File: src/rtl/ptdt_pkg.sv
`timescale 1ns / 1ps
`default_nettype none
// ----------------------------------------------------------------------------
// ptdt_pkg: shared types and constants of the periodic task dispatch table
// Table geometry, command and result codes, and the control and status
// bundles that join the controller to the datapath.
// ----------------------------------------------------------------------------
package ptdt_pkg;

	localparam int TASKS_PER_CLASS = 16;
	localparam int NUM_CLASSES     = 3;
	localparam int DEPTH           = NUM_CLASSES * TASKS_PER_CLASS;
	localparam int AW              = $clog2(DEPTH);
	localparam int IW              = $clog2(TASKS_PER_CLASS + 1);

	// input commands
	localparam logic [1:0] CMD_ADD  = 2'd0;
	localparam logic [1:0] CMD_DEL  = 2'd1;
	localparam logic [1:0] CMD_TICK = 2'd2;
	localparam logic [1:0] CMD_POLL = 2'd3;

	// task classes
	localparam logic [1:0] CLS_ALWAYS  = 2'd0;
	localparam logic [1:0] CLS_POLLED  = 2'd1;
	localparam logic [1:0] CLS_IRQ     = 2'd2;
	localparam logic [1:0] CLS_INVALID = 2'd3;

	// result kinds
	localparam logic [1:0] KIND_STATUS = 2'd0;
	localparam logic [1:0] KIND_FIRED  = 2'd1;
	localparam logic [1:0] KIND_END    = 2'd2;

	// write data select
	localparam logic [1:0] WS_UPDATE = 2'd0;
	localparam logic [1:0] WS_SHIFT  = 2'd1;
	localparam logic [1:0] WS_ADV    = 2'd2;

	typedef struct packed {
		logic [7:0]  id;
		logic [31:0] period;
		logic [31:0] counter;
	} entry_t;

	typedef struct packed {
		logic       latch;
		logic       idx_clr;
		logic       idx_inc;
		logic       wcls_ld;
		logic [1:0] wcls_val;
		logic       rd_en;
		logic       rd_next;
		logic       wr_en;
		logic [1:0] wr_sel;
		logic       cnt_inc;
		logic       cnt_dec;
		logic       pend_set;
		logic       pend_clr;
		logic       ok_ld;
		logic       ok_val;
		logic       emit;
		logic [1:0] emit_kind;
	} ctrl_t;

	typedef struct packed {
		logic [1:0] command;
		logic [1:0] cls;
		logic       id_zero;
		logic       cls_bad;
		logic       pending;
		logic       at_end;
		logic       shift_end;
		logic       full;
		logic       hit;
		logic       fire;
		logic       out_free;
		logic [1:0] wcls;
	} stat_t;

endpackage
`default_nettype wire

File: src/rtl/ptdt_ram.sv
`timescale 1ns / 1ps
`default_nettype none
// ----------------------------------------------------------------------------
// ptdt_ram: generic single-write, single-read RAM
// One write port and one read port; read data is registered and holds
// while no read is issued.
// ----------------------------------------------------------------------------
module ptdt_ram #(
	parameter int WIDTH = 8,
	parameter int DEPTH = 16
) (
	input  wire logic                     clk,
	input  wire logic                     wr_en,
	input  wire logic [$clog2(DEPTH)-1:0] wr_addr,
	input  wire logic [WIDTH-1:0]         wr_data,
	input  wire logic                     rd_en,
	input  wire logic [$clog2(DEPTH)-1:0] rd_addr,
	output logic      [WIDTH-1:0]         rd_data
);

	logic [WIDTH-1:0] mem_q [DEPTH];

	always_ff @(posedge clk) begin
		if (wr_en) begin
			mem_q[wr_addr] <= wr_data;
		end
		if (rd_en) begin
			rd_data <= mem_q[rd_addr];
		end
	end

endmodule
`default_nettype wire

File: src/rtl/ptdt_dp.sv
`timescale 1ns / 1ps
`default_nettype none
// ----------------------------------------------------------------------------
// ptdt_dp: datapath of the dispatch table
// Entry RAM, per-class fill counts, tick pending flag, walk index and the
// result register.
// ----------------------------------------------------------------------------
module ptdt_dp (
	input  wire logic            clk,
	input  wire logic            arst_n,
	input  wire ptdt_pkg::ctrl_t ctrl,
	output ptdt_pkg::stat_t      stat,
	input  wire logic [1:0]      command,
	input  wire logic [1:0]      task_class,
	input  wire logic [7:0]      task_id,
	input  wire logic [31:0]     period_ticks,
	output logic                 res_valid,
	input  wire logic            res_stall,
	output logic [1:0]           result_kind,
	output logic                 success,
	output logic [7:0]           fired_id,
	output logic [1:0]           fired_class,
	output logic                 last
);

	logic [1:0]              command_q;
	logic [1:0]              cls_q;
	logic [7:0]              id_q;
	logic [31:0]             period_q;
	logic [1:0]              wcls_q;
	logic [ptdt_pkg::IW-1:0] idx_q;
	logic [ptdt_pkg::IW-1:0] count_q [ptdt_pkg::NUM_CLASSES];
	logic                    pending_q;
	logic                    ok_q;
	logic                    res_valid_q;

	logic [ptdt_pkg::IW-1:0] cur_count;
	logic [ptdt_pkg::AW-1:0] base;
	logic [ptdt_pkg::AW-1:0] wr_addr;
	logic [ptdt_pkg::AW-1:0] rd_addr;
	ptdt_pkg::entry_t        rd_entry;
	ptdt_pkg::entry_t        wr_entry;
	logic [31:0]             next_counter;
	logic                    out_free;

	always_comb begin
		case (wcls_q)
			ptdt_pkg::CLS_ALWAYS: begin
				cur_count = count_q[0];
				base      = '0;
			end
			ptdt_pkg::CLS_POLLED: begin
				cur_count = count_q[1];
				base      = ptdt_pkg::AW'(ptdt_pkg::TASKS_PER_CLASS);
			end
			ptdt_pkg::CLS_IRQ: begin
				cur_count = count_q[2];
				base      = ptdt_pkg::AW'(2 * ptdt_pkg::TASKS_PER_CLASS);
			end
			default: begin
				cur_count = '0;
				base      = '0;
			end
		endcase
	end

	assign wr_addr      = base + ptdt_pkg::AW'(idx_q);
	assign rd_addr      = wr_addr + (ctrl.rd_next ? ptdt_pkg::AW'(1) : ptdt_pkg::AW'(0));
	assign next_counter = rd_entry.counter + 32'd1;
	assign out_free     = !res_valid_q || !res_stall;

	always_comb begin
		case (ctrl.wr_sel)
			ptdt_pkg::WS_SHIFT: begin
				wr_entry = rd_entry;
			end
			ptdt_pkg::WS_ADV: begin
				wr_entry.id      = rd_entry.id;
				wr_entry.period  = rd_entry.period;
				wr_entry.counter = (next_counter == rd_entry.period) ? 32'd0 : next_counter;
			end
			default: begin
				wr_entry.id      = id_q;
				wr_entry.period  = period_q;
				wr_entry.counter = 32'd0;
			end
		endcase
	end

	ptdt_ram #(
		.WIDTH($bits(ptdt_pkg::entry_t)),
		.DEPTH(ptdt_pkg::DEPTH)
	) u_ram (
		.clk    (clk),
		.wr_en  (ctrl.wr_en),
		.wr_addr(wr_addr),
		.wr_data(wr_entry),
		.rd_en  (ctrl.rd_en),
		.rd_addr(rd_addr),
		.rd_data(rd_entry)
	);

	always_ff @(posedge clk) begin
		if (ctrl.latch) begin
			command_q <= command;
			cls_q     <= task_class;
			id_q      <= task_id;
			period_q  <= period_ticks;
		end
		if (ctrl.idx_clr) begin
			idx_q <= '0;
		end else if (ctrl.idx_inc) begin
			idx_q <= idx_q + ptdt_pkg::IW'(1);
		end
		if (ctrl.wcls_ld) begin
			wcls_q <= ctrl.wcls_val;
		end
		if (ctrl.ok_ld) begin
			ok_q <= ctrl.ok_val;
		end
	end

	always_ff @(posedge clk or negedge arst_n) begin
		if (!arst_n) begin
			for (int c = 0; c < ptdt_pkg::NUM_CLASSES; c++) begin
				count_q[c] <= '0;
			end
			pending_q <= 1'b0;
		end else begin
			for (int c = 0; c < ptdt_pkg::NUM_CLASSES; c++) begin
				if (wcls_q == 2'(c)) begin
					if (ctrl.cnt_inc) begin
						count_q[c] <= count_q[c] + ptdt_pkg::IW'(1);
					end else if (ctrl.cnt_dec) begin
						count_q[c] <= count_q[c] - ptdt_pkg::IW'(1);
					end
				end
			end
			if (ctrl.pend_set) begin
				pending_q <= 1'b1;
			end else if (ctrl.pend_clr) begin
				pending_q <= 1'b0;
			end
		end
	end

	// result register: load on emit, drop once the beat is taken
	always_ff @(posedge clk or negedge arst_n) begin
		if (!arst_n) begin
			res_valid_q <= 1'b0;
		end else if (ctrl.emit) begin
			res_valid_q <= 1'b1;
		end else if (!res_stall) begin
			res_valid_q <= 1'b0;
		end
	end

	always_ff @(posedge clk) begin
		if (ctrl.emit) begin
			result_kind <= ctrl.emit_kind;
			success     <= (ctrl.emit_kind == ptdt_pkg::KIND_STATUS) ? ok_q : 1'b0;
			fired_id    <= (ctrl.emit_kind == ptdt_pkg::KIND_FIRED) ? rd_entry.id : 8'd0;
			fired_class <= (ctrl.emit_kind == ptdt_pkg::KIND_FIRED) ? wcls_q : 2'd0;
			last        <= (ctrl.emit_kind != ptdt_pkg::KIND_FIRED);
		end
	end

	assign res_valid = res_valid_q;

	assign stat.command   = command_q;
	assign stat.cls       = cls_q;
	assign stat.id_zero   = (id_q == 8'd0);
	assign stat.cls_bad   = (cls_q == ptdt_pkg::CLS_INVALID);
	assign stat.pending   = pending_q;
	assign stat.at_end    = (idx_q == cur_count);
	assign stat.shift_end = ((idx_q + ptdt_pkg::IW'(1)) == cur_count);
	assign stat.full      = (cur_count >= ptdt_pkg::IW'(ptdt_pkg::TASKS_PER_CLASS));
	assign stat.hit       = (rd_entry.id == id_q);
	assign stat.fire      = (next_counter == rd_entry.period);
	assign stat.out_free  = out_free;
	assign stat.wcls      = wcls_q;

	a_no_overwrite: assert property (@(posedge clk) disable iff (!arst_n)
		ctrl.emit |-> out_free)
		else $error("result emitted over a stalled beat");

	a_count_bound: assert property (@(posedge clk) disable iff (!arst_n)
		(count_q[0] <= ptdt_pkg::IW'(ptdt_pkg::TASKS_PER_CLASS)) &&
		(count_q[1] <= ptdt_pkg::IW'(ptdt_pkg::TASKS_PER_CLASS)) &&
		(count_q[2] <= ptdt_pkg::IW'(ptdt_pkg::TASKS_PER_CLASS)))
		else $error("class count beyond table size");

	a_append_at_end: assert property (@(posedge clk) disable iff (!arst_n)
		ctrl.cnt_inc |-> (ctrl.wr_en && idx_q == cur_count))
		else $error("append not at end of table");

	a_delete_nonempty: assert property (@(posedge clk) disable iff (!arst_n)
		ctrl.cnt_dec |-> (cur_count != '0))
		else $error("delete from empty table");

endmodule
`default_nettype wire

File: src/rtl/ptdt_ctrl.sv
`timescale 1ns / 1ps
`default_nettype none
// ----------------------------------------------------------------------------
// ptdt_ctrl: command sequencer of the dispatch table
// Decodes one command and steps the datapath through searches, deletes with
// compaction, counter walks and the always-run listing.
// ----------------------------------------------------------------------------
module ptdt_ctrl (
	input  wire logic            clk,
	input  wire logic            arst_n,
	input  wire logic            cmd_valid,
	output logic                 cmd_stall,
	input  wire ptdt_pkg::stat_t stat,
	output ptdt_pkg::ctrl_t      ctrl
);

	localparam logic [3:0] S_START    = 4'd0;
	localparam logic [3:0] S_IDLE     = 4'd1;
	localparam logic [3:0] S_DECODE   = 4'd2;
	localparam logic [3:0] S_SRCH_RD  = 4'd3;
	localparam logic [3:0] S_SRCH_CHK = 4'd4;
	localparam logic [3:0] S_SHIFT_RD = 4'd5;
	localparam logic [3:0] S_SHIFT_WR = 4'd6;
	localparam logic [3:0] S_ADV_RD   = 4'd7;
	localparam logic [3:0] S_ADV_WR   = 4'd8;
	localparam logic [3:0] S_LIST_RD  = 4'd9;
	localparam logic [3:0] S_LIST_EM  = 4'd10;
	localparam logic [3:0] S_STATUS   = 4'd11;
	localparam logic [3:0] S_END      = 4'd12;

	logic [3:0] state_q;
	logic [3:0] state_d;

	always_ff @(posedge clk or negedge arst_n) begin
		if (!arst_n) begin
			state_q <= S_START;
		end else begin
			state_q <= state_d;
		end
	end

	assign cmd_stall = (state_q != S_IDLE);

	always_comb begin
		ctrl    = '0;
		state_d = state_q;
		case (state_q)
			S_START: begin
				state_d = S_IDLE;
			end
			S_IDLE: begin
				if (cmd_valid) begin
					ctrl.latch = 1'b1;
					state_d    = S_DECODE;
				end
			end
			S_DECODE: begin
				ctrl.idx_clr = 1'b1;
				case (stat.command)
					ptdt_pkg::CMD_ADD, ptdt_pkg::CMD_DEL: begin
						if (stat.id_zero || stat.cls_bad) begin
							ctrl.ok_ld  = 1'b1;
							ctrl.ok_val = 1'b0;
							state_d     = S_STATUS;
						end else begin
							ctrl.wcls_ld  = 1'b1;
							ctrl.wcls_val = stat.cls;
							state_d       = S_SRCH_RD;
						end
					end
					ptdt_pkg::CMD_TICK: begin
						ctrl.pend_set = 1'b1;
						ctrl.wcls_ld  = 1'b1;
						ctrl.wcls_val = ptdt_pkg::CLS_IRQ;
						state_d       = S_ADV_RD;
					end
					default: begin
						ctrl.wcls_ld = 1'b1;
						if (stat.pending) begin
							ctrl.pend_clr = 1'b1;
							ctrl.wcls_val = ptdt_pkg::CLS_POLLED;
							state_d       = S_ADV_RD;
						end else begin
							ctrl.wcls_val = ptdt_pkg::CLS_ALWAYS;
							state_d       = S_LIST_RD;
						end
					end
				endcase
			end
			S_SRCH_RD: begin
				if (stat.at_end) begin
					ctrl.ok_ld = 1'b1;
					state_d    = S_STATUS;
					// id absent: an add appends if there is room, else the command fails
					if (stat.command == ptdt_pkg::CMD_ADD && !stat.full) begin
						ctrl.wr_en   = 1'b1;
						ctrl.wr_sel  = ptdt_pkg::WS_UPDATE;
						ctrl.cnt_inc = 1'b1;
						ctrl.ok_val  = 1'b1;
					end
				end else begin
					ctrl.rd_en = 1'b1;
					state_d    = S_SRCH_CHK;
				end
			end
			S_SRCH_CHK: begin
				if (stat.hit) begin
					if (stat.command == ptdt_pkg::CMD_ADD) begin
						ctrl.wr_en  = 1'b1;
						ctrl.wr_sel = ptdt_pkg::WS_UPDATE;
						ctrl.ok_ld  = 1'b1;
						ctrl.ok_val = 1'b1;
						state_d     = S_STATUS;
					end else begin
						state_d = S_SHIFT_RD;
					end
				end else begin
					ctrl.idx_inc = 1'b1;
					state_d      = S_SRCH_RD;
				end
			end
			S_SHIFT_RD: begin
				if (stat.shift_end) begin
					ctrl.cnt_dec = 1'b1;
					ctrl.ok_ld   = 1'b1;
					ctrl.ok_val  = 1'b1;
					state_d      = S_STATUS;
				end else begin
					ctrl.rd_en   = 1'b1;
					ctrl.rd_next = 1'b1;
					state_d      = S_SHIFT_WR;
				end
			end
			S_SHIFT_WR: begin
				ctrl.wr_en   = 1'b1;
				ctrl.wr_sel  = ptdt_pkg::WS_SHIFT;
				ctrl.idx_inc = 1'b1;
				state_d      = S_SHIFT_RD;
			end
			S_ADV_RD: begin
				if (stat.at_end) begin
					if (stat.wcls == ptdt_pkg::CLS_POLLED) begin
						// poll continues with the always-run listing
						ctrl.idx_clr  = 1'b1;
						ctrl.wcls_ld  = 1'b1;
						ctrl.wcls_val = ptdt_pkg::CLS_ALWAYS;
						state_d       = S_LIST_RD;
					end else begin
						state_d = S_END;
					end
				end else begin
					ctrl.rd_en = 1'b1;
					state_d    = S_ADV_WR;
				end
			end
			S_ADV_WR: begin
				// hold a firing entry until the result slot is free
				if (!stat.fire || stat.out_free) begin
					ctrl.wr_en     = 1'b1;
					ctrl.wr_sel    = ptdt_pkg::WS_ADV;
					ctrl.idx_inc   = 1'b1;
					ctrl.emit      = stat.fire;
					ctrl.emit_kind = ptdt_pkg::KIND_FIRED;
					state_d        = S_ADV_RD;
				end
			end
			S_LIST_RD: begin
				if (stat.at_end) begin
					state_d = S_END;
				end else begin
					ctrl.rd_en = 1'b1;
					state_d    = S_LIST_EM;
				end
			end
			S_LIST_EM: begin
				if (stat.out_free) begin
					ctrl.emit      = 1'b1;
					ctrl.emit_kind = ptdt_pkg::KIND_FIRED;
					ctrl.idx_inc   = 1'b1;
					state_d        = S_LIST_RD;
				end
			end
			S_STATUS: begin
				if (stat.out_free) begin
					ctrl.emit      = 1'b1;
					ctrl.emit_kind = ptdt_pkg::KIND_STATUS;
					state_d        = S_IDLE;
				end
			end
			S_END: begin
				if (stat.out_free) begin
					ctrl.emit      = 1'b1;
					ctrl.emit_kind = ptdt_pkg::KIND_END;
					state_d        = S_IDLE;
				end
			end
			default: begin
				state_d = S_IDLE;
			end
		endcase
	end

endmodule
`default_nettype wire

File: src/rtl/periodic_task_dispatch_table.sv
// Periodic task dispatch table.
// Command channel (cmd_valid / cmd_stall) carries command, task_class,
// task_id and period_ticks; a beat is taken when cmd_valid is high and
// cmd_stall is low. Result channel (res_valid / res_stall) carries
// result_kind, success, fired_id, fired_class and last, one beat per result.
// One command is worked at a time; cmd_stall stays high until its final
// result (last = 1) has been loaded into the result register.
// The next command can be taken in the cycle after that load. A class holds
// at most 16 entries. A rejected add or delete (id zero, invalid class) goes
// straight to its status; any other add or delete searches the class for
// the id, and a delete shifts the later entries down. A tick walks the irq
// class; a poll lists the always-run class, after walking the polled class
// if a tick is pending. Each slot is read from the entry RAM (registered
// read data) in one state and compared, written back or emitted in the next.
// The result register frees the sequencer as soon as a beat is loaded; a
// stalling receiver holds the current beat and pauses the walk at the next
// result. After reset all tables are empty and no tick is pending; cmd_stall
// is high for the first cycle after reset release.
`timescale 1ns / 1ps
`default_nettype none
// ----------------------------------------------------------------------------
// periodic_task_dispatch_table: top level
// Joins the command sequencer and the table datapath.
// ----------------------------------------------------------------------------
module periodic_task_dispatch_table (
	input  wire logic        clk,
	input  wire logic        arst_n,
	input  wire logic        cmd_valid,
	output logic             cmd_stall,
	input  wire logic [1:0]  command,
	input  wire logic [1:0]  task_class,
	input  wire logic [7:0]  task_id,
	input  wire logic [31:0] period_ticks,
	output logic             res_valid,
	input  wire logic        res_stall,
	output logic [1:0]       result_kind,
	output logic             success,
	output logic [7:0]       fired_id,
	output logic [1:0]       fired_class,
	output logic             last
);

	ptdt_pkg::ctrl_t ctrl;
	ptdt_pkg::stat_t stat;

	ptdt_ctrl u_ctrl (
		.clk      (clk),
		.arst_n   (arst_n),
		.cmd_valid(cmd_valid),
		.cmd_stall(cmd_stall),
		.stat     (stat),
		.ctrl     (ctrl)
	);

	ptdt_dp u_dp (
		.clk         (clk),
		.arst_n      (arst_n),
		.ctrl        (ctrl),
		.stat        (stat),
		.command     (command),
		.task_class  (task_class),
		.task_id     (task_id),
		.period_ticks(period_ticks),
		.res_valid   (res_valid),
		.res_stall   (res_stall),
		.result_kind (result_kind),
		.success     (success),
		.fired_id    (fired_id),
		.fired_class (fired_class),
		.last        (last)
	);

endmodule
`default_nettype wire
File: config.mk
export PLATFORM = sky130hd
export DESIGN_NAME = periodic_task_dispatch_table
export DESIGN_NICKNAME = d
export VERILOG_FILES = /design/src/rtl/ptdt_pkg.sv /design/src/rtl/ptdt_ram.sv /design/src/rtl/ptdt_dp.sv /design/src/rtl/ptdt_ctrl.sv /design/src/rtl/periodic_task_dispatch_table.sv
export SDC_FILE = /design/constraint.sdc
export NUM_CORES = 2
export LEC_CHECK = 0
export BUFFER_PORTS_ARGS = -buffer_cell sky130_fd_sc_hd__buf_2
export CORE_AREA = 3 3 378 754
export DETAILED_ROUTE_END_ITERATION = 10
export DIE_AREA = 0 0 381 757
export HOLD_SLACK_MARGIN = 0.05
export PLACE_DENSITY_LB_ADDON = 0.15
export SYNTH_ARGS = -nofsm -noshare
export SYNTH_HDL_FRONTEND = slang
export SYNTH_SLANG_ARGS = --single-unit
File: constraint.sdc
create_clock -name clk -period 27.6 [get_ports clk]
set_input_delay 4.14 -clock clk [delete_from_list [all_inputs] [get_ports clk]]
set_output_delay 4.14 -clock clk [all_outputs]
set_load 0.1 [all_outputs]
# Yosys cells after proc, flatten, opt, wreduce, memory -nomap -nowiden
# Memories as Yosys holds them, arrays and structs flattened. A register that Yosys moved wholly into a read port is not among the register bits.
# Index checks and enable logic that the tools add are counted.
# W data, S select, Z words.
# totals
n_memories	1
elab_cells	160
reg_bits	87
inputBits	48
output_inout_bits	16
mem_bits_rw	3456
# memory_table
memory	words	width	rd	rd_ports_with_merged_regs	wr	line	source
u_dp.u_ram.mem_q	48	72	1	1	1	ptdt_ram.sv:21	logic [WIDTH-1:0] mem_q [DEPTH];
# op_classes
n_addsub	10
n_eq_ne	31
reduce_logical	22
magnitude_cmp	1
muxes	77
# ops
operator	n
$pmux W72 S2	1
$mux W4	13
$pmux W4 S11	1
$mux W3	12
$add A32 B1 Y32 const B	1
$eq A32 B32 Y1	1
$mux W32	1
$mux W5	6
$mux W1	24
$pmux W3 S4	2
$add A5 B1 Y5 const B	4
$eq A4 B4 Y1 const B	5
$eq A4 B3 Y1 const B	4
$mux W2	8
$pmux W5 S3	1
$sub A5 B1 Y5 const B	3
$pmux W3 S2	2
$pmux W6 S2	1
$eq A5 B5 Y1	2
$ne A2 B1 Y1 const B	5
$eq A2 B1 Y1 const B	4
$eq A2 B2 Y1 const B	4
$eq A4 B2 Y1 const B	2
$eq A8 B8 Y1	1
20 further kinds	33

# Depth between registers and ports, before layout
# logic_depth
ltp_word	10
mapped_depth	18
mapped_depth_nobuf	14

# Hierarchy
# Synthesis repeated with hierarchy kept, for this count alone.
# unflattened
hier_cells	6582
area_unflattened_um2	141135.4
# modules_own_cells
module	cells_per_inst	instances	seq_area_each_um2	area_each_um2
ptdt_ram	5766	1	105941.6	133874.6
ptdt_dp	699	1	2357.3	6427.4
ptdt_ctrl	117	1	100.1	833.3

# Worst setup path before layout
# OpenSTA, ideal clock, no wires.
# synth_timing
path_kind	input to register
start	input port res_stall
end	memory u_dp.u_ram.mem_q[39][0] (netlist name) (enable)
path_buffers	1
t_required_ns	26.920
arrival_time_ns	11.556
setup_time_ns	0.679
cell_stages	5
path_slack_ns	15.364
cell_sequence	and2_1 > buf_2 > a21boi_4 > nor2_4 > nor4_1
# synth_via
elab_chain_len	7
# synth_rtl
element	line	source
start, declared	periodic_task_dispatch_table.sv:35	input wire logic res_stall,
$logic_not A1 Y1	ptdt_dp.sv:70	assign out_free = !res_valid_q || !res_stall;
$logic_or A1 B1 Y1	ptdt_dp.sv:70	
$logic_or A1 B1 Y1	ptdt_ctrl.sv:158	if (!stat.fire || stat.out_free) begin
$mux W3	ptdt_ctrl.sv:158	
$pmux W3 S4	ptdt_ctrl.sv:47	case (state_q)
$mux W1	ptdt_ram.sv:24	if (wr_en) begin
$mux W1 (not written as such)	ptdt_ram.sv:25	mem_q[wr_addr] <= wr_data;
end, declared	ptdt_ram.sv:21	
# Every way passes these cells.

# Worst setup path after layout
# layout_timing
start	register u_dp.wcls_q[0]
end	register u_dp.u_ram.rd_data[3] (read register of u_dp.u_ram.mem_q), data pin
# layout_via
elab_chain_len	7
elab_cells_between_ends	14
classes_between	add/sub (2); eq/ne (4); mux (7); reduce/logical (1)
# layout_rtl
element	line	source
start, declared	ptdt_dp.sv:30	logic [1:0] wcls_q;
start signal, assigned	ptdt_dp.sv:116	wcls_q <= ctrl.wcls_val;
$eq A2 B2 Y1 (tied with other cells)	ptdt_dp.sv:47	case (wcls_q)
$pmux W5 S3	ptdt_dp.sv:47	
$eq A5 B5 Y1	ptdt_dp.sv:176	assign stat.shift_end = ((idx_q + ptdt_pkg::IW'(1)) == cur_count);
$mux W2	ptdt_ctrl.sv:123	if (stat.shift_end) begin
$mux W1	ptdt_ctrl.sv:47	
$mux W1	ptdt_dp.sv:68	assign rd_addr = wr_addr + (ctrl.rd_next ? ptdt_pkg::AW'(1) : ptdt_pkg::AW'(0));
$add A6 B6 Y6	ptdt_dp.sv:68	
end, declared	ptdt_ram.sv:18	output logic [WIDTH-1:0] rd_data
# Several ways; a longest one is shown, not always the timed one.
# A chain may end at the register's enable or synchronous reset.

==> flow_summary.ini <==
[grt]
grt_pass1_vias = 68850
gr-usage-all-layers_pct = 28.06
grt_max_degree = 125
grt_most_used_layer = met2
antenna_found_initial = 5
grt_overflow = 0
grt_use_met2_pct = 49.61
use_met3_pct = 3.547
grt_pass1_wl_mm = 558.4
use_met1_pct = 35.52

[outcome]
status = completed

[timing]
tightest_slew_ns = 1.227
finClkSkew_ns = 0.08960
slew_headroom_pct = 16.09
fmax_mhz = 92.16
setup_viol = 0
setup_ws_ns = 16.75
period_share_pct = 39.32
post-route-min-period_ns = 10.85
hold_violations = 0
rsz0062_at_grt = no
timing.final.max_slew_violations = 0
fin_tns_setup_ns = 0

[worst_setup_path]
cp-end-kind = register
cp_max_fo = 49
cp-startpoint = u_dp.wcls_q[0]
critical_path.top_delay_family = buffers and inverters
path_cells = nor2b_1, o2bb2ai_1, xor2_1, or3_1, a2111oi_0, nor2_1, ha_4, buf_4, buf_4, buf_4, buf_4, buf_4, buf_4, mux4_2, mux4_2, mux2i_1, o21ai_0
critPathSlowestCell = a2111oi_0
worstPathRequired_ns = 28.21
critPathKind = reg -> reg
crit_path_frequent_cell = buf_4
r2r-start = u_dp.wcls_q[0]
startpoint_type = register
critPathBufInv = 6
cpPeakStageDelay_ns = 1.07
cp.arrival_ns = 11.46

[yosys]
async_flop_share_pct = 0.5809
syn_avg_cell_area_um2 = 23.67
ys_types = 69
synth_seq_cells = 3615
syn-cell-area_mm2 = 0.1397
seq_area_frac_synth_pct = 77.57
ys_warn_count = 0
syn_inst = 5905
synthFlopType = edfxtp_1
synth-edff-count = 3589
syn-num-nets = 5972

[floorplan]
fp.dieW_um = 381
design.core.area_mm2 = 0.2801
dieHeight_um = 757
die_area_mm2 = 0.2884
rows = 275
ios = 64
start_util_pct = 49.89

[finish]
drive_gt1_share_pct = 30.35
fin_util_pct = 55.79
final_cell_mix = 3589 x edfxtp_1, 1080 x mux4_2, 324 x clkbuf_16
nets = 6285
layout_commonest_cell = edfxtp_1
syn_to_final_growth_pct = 11.82

[run]
cap_violations = 0

[routing]
avgRoutedWirePerCell_um = 39.56
firstDrtPassIters = 8
wl_mm = 403.5
postRouteAntennaNets = 0
avgViaCountPerCell = 6.615
num_vias = 67470
drtIter0Drc = 8989
drc_errors = 0

[power]
cellPowerDensity_mw_per_mm2 = 101.5
vdd_drop_max_mv = 0.09176
total_power_mw = 15.87
leakage_nw = 45.90

[clock_tree]
clk_pin_slew_ns = 0.07
cts.path.max_buffers = 4
cts_buffers = 315
cts_resized = 0
clk_latency_ns = 0.93
cts.sinks = 3615
holdBufCountCts = 0
post_cts_buffers = 0
cts_tree = done
htreeDepth = 5
root_buffer = clkbuf_16

[placement]
place.gp.congestion = 0.8456
dp_hpwl_mm = 210.2
dpl_worst_slack_ns = 16.44
io_buffers = 63

[worst_hold_path]
hold_path_class = reg -> reg
worstHoldStart = u_dp.count_q[4]
[cell type report]
cell class | count | area (µm²)
clock inverter | 185 | 1909
fill | 20630 | 123800
tap | 3739 | 4678
sequential | 3615 | 108400
inverter | 14 | 52.55
antenna | 3 | 7.507
clock buffer | 371 | 8284
multi-input combinational | 1953 | 30600
timing repair buffer | 319 | 2325
[cells by family after synthesis]
kind of cell / after synthesis / synth area share (%)
multiplexers: 1177 / 18.11
buffers and inverters: 337 / 0.9491
AO/OA/AOI/OAI: 229 / 1.097
flip-flops: 3615 / 77.57
AND/OR/NAND/NOR: 456 / 1.630
adder cells (fa/ha/maj): 19 / 0.1862
XOR/XNOR: 72 / 0.4611
[synth_stat cells, drive strengths merged (6+ instances only)]
cell     count  share of area, %
nand2      159              0.43
clkbuf     229              0.62
o21ai       93              0.34
dfrtp       21              0.38
buf         94              0.30
or2          6             0.027
nand3       64              0.23
nor2b        9             0.040
o2bb2ai      6             0.038
a22o        41              0.26
xor2        28              0.18
mux2i       88              0.63
inv         14             0.038
nor4        14             0.078
or3         19             0.085
ha          16              0.14
nor3        48              0.18
and4         9             0.056
and2        17             0.076
or4          6             0.035
nand4       12             0.054
nand2b      12             0.054
and3        11             0.049
o311ai      10             0.063
xnor2       43              0.27
edfxtp    3589                77
a21oi       22             0.079
nor2        56              0.16
mux4      1080                17
mux2         9             0.073
a21o        13             0.070
[through the flow]
stage               instances  hold WS [ns]  instance area [µm²]
floorplan                5905        0.4441               139700
global placement         9640        0.4661               146000
detailed placement       9640        0.4643               146000
CTS                     10200        0.4753               156200
global route            10200        0.4939               156300
finish                  10200        0.4749               156300
[path summary, 6_finish.rpt]
kind                                    endpoint  cells past startpoint  slack [ns]
min in group asynchronous         u_dp.res_valid                      1        3.25
setup / recovery           u_dp.u_ram.rd_data[3]                     17       16.75
max in group asynchronous       u_dp.count_q[10]                      1       23.92
setup reg to reg           u_dp.u_ram.rd_data[3]                     17       16.75
hold / removal                   u_dp.count_q[4]                      1        0.47
hold reg to reg                  u_dp.count_q[4]                      1        0.47
[flip-flops by register name, summed over array words and instances, names as in the netlist]
name / flops
u_dp.ok_q: 1
u_dp.fired_id: 8
u_dp.res_valid: 1
u_dp.idx_q: 5
u_dp.cls_q: 2
u_dp.u_ram.rd_data: 72
u_dp.result_kind: 2
u_dp.count_q: 15
u_dp.command_q: 2
u_dp.success: 1
u_dp.fired_class: 2
u_dp.u_ram.mem_q: 3456
u_dp.wcls_q: 2
u_ctrl.state_q: 4
u_dp.pending_q: 1
u_dp.period_q: 32
u_dp.id_q: 8
u_dp.last: 1
[power breakdown]
part / internal (mW) / switching, mW
Sequential: 6.51 / 0.236
Combinational: 2.13 / 2.51
Clock: 2.48 / 2.01
Total: 11.1 / 4.75
[routing by layer]
layer	part of all wire (%)	up-vias
met2	53	3257
met1	36	37430
met4	4.4	6
met3	6.7	818
met5	0.0094	-
li1	-	25960
(Power assumes the default switching activity.)
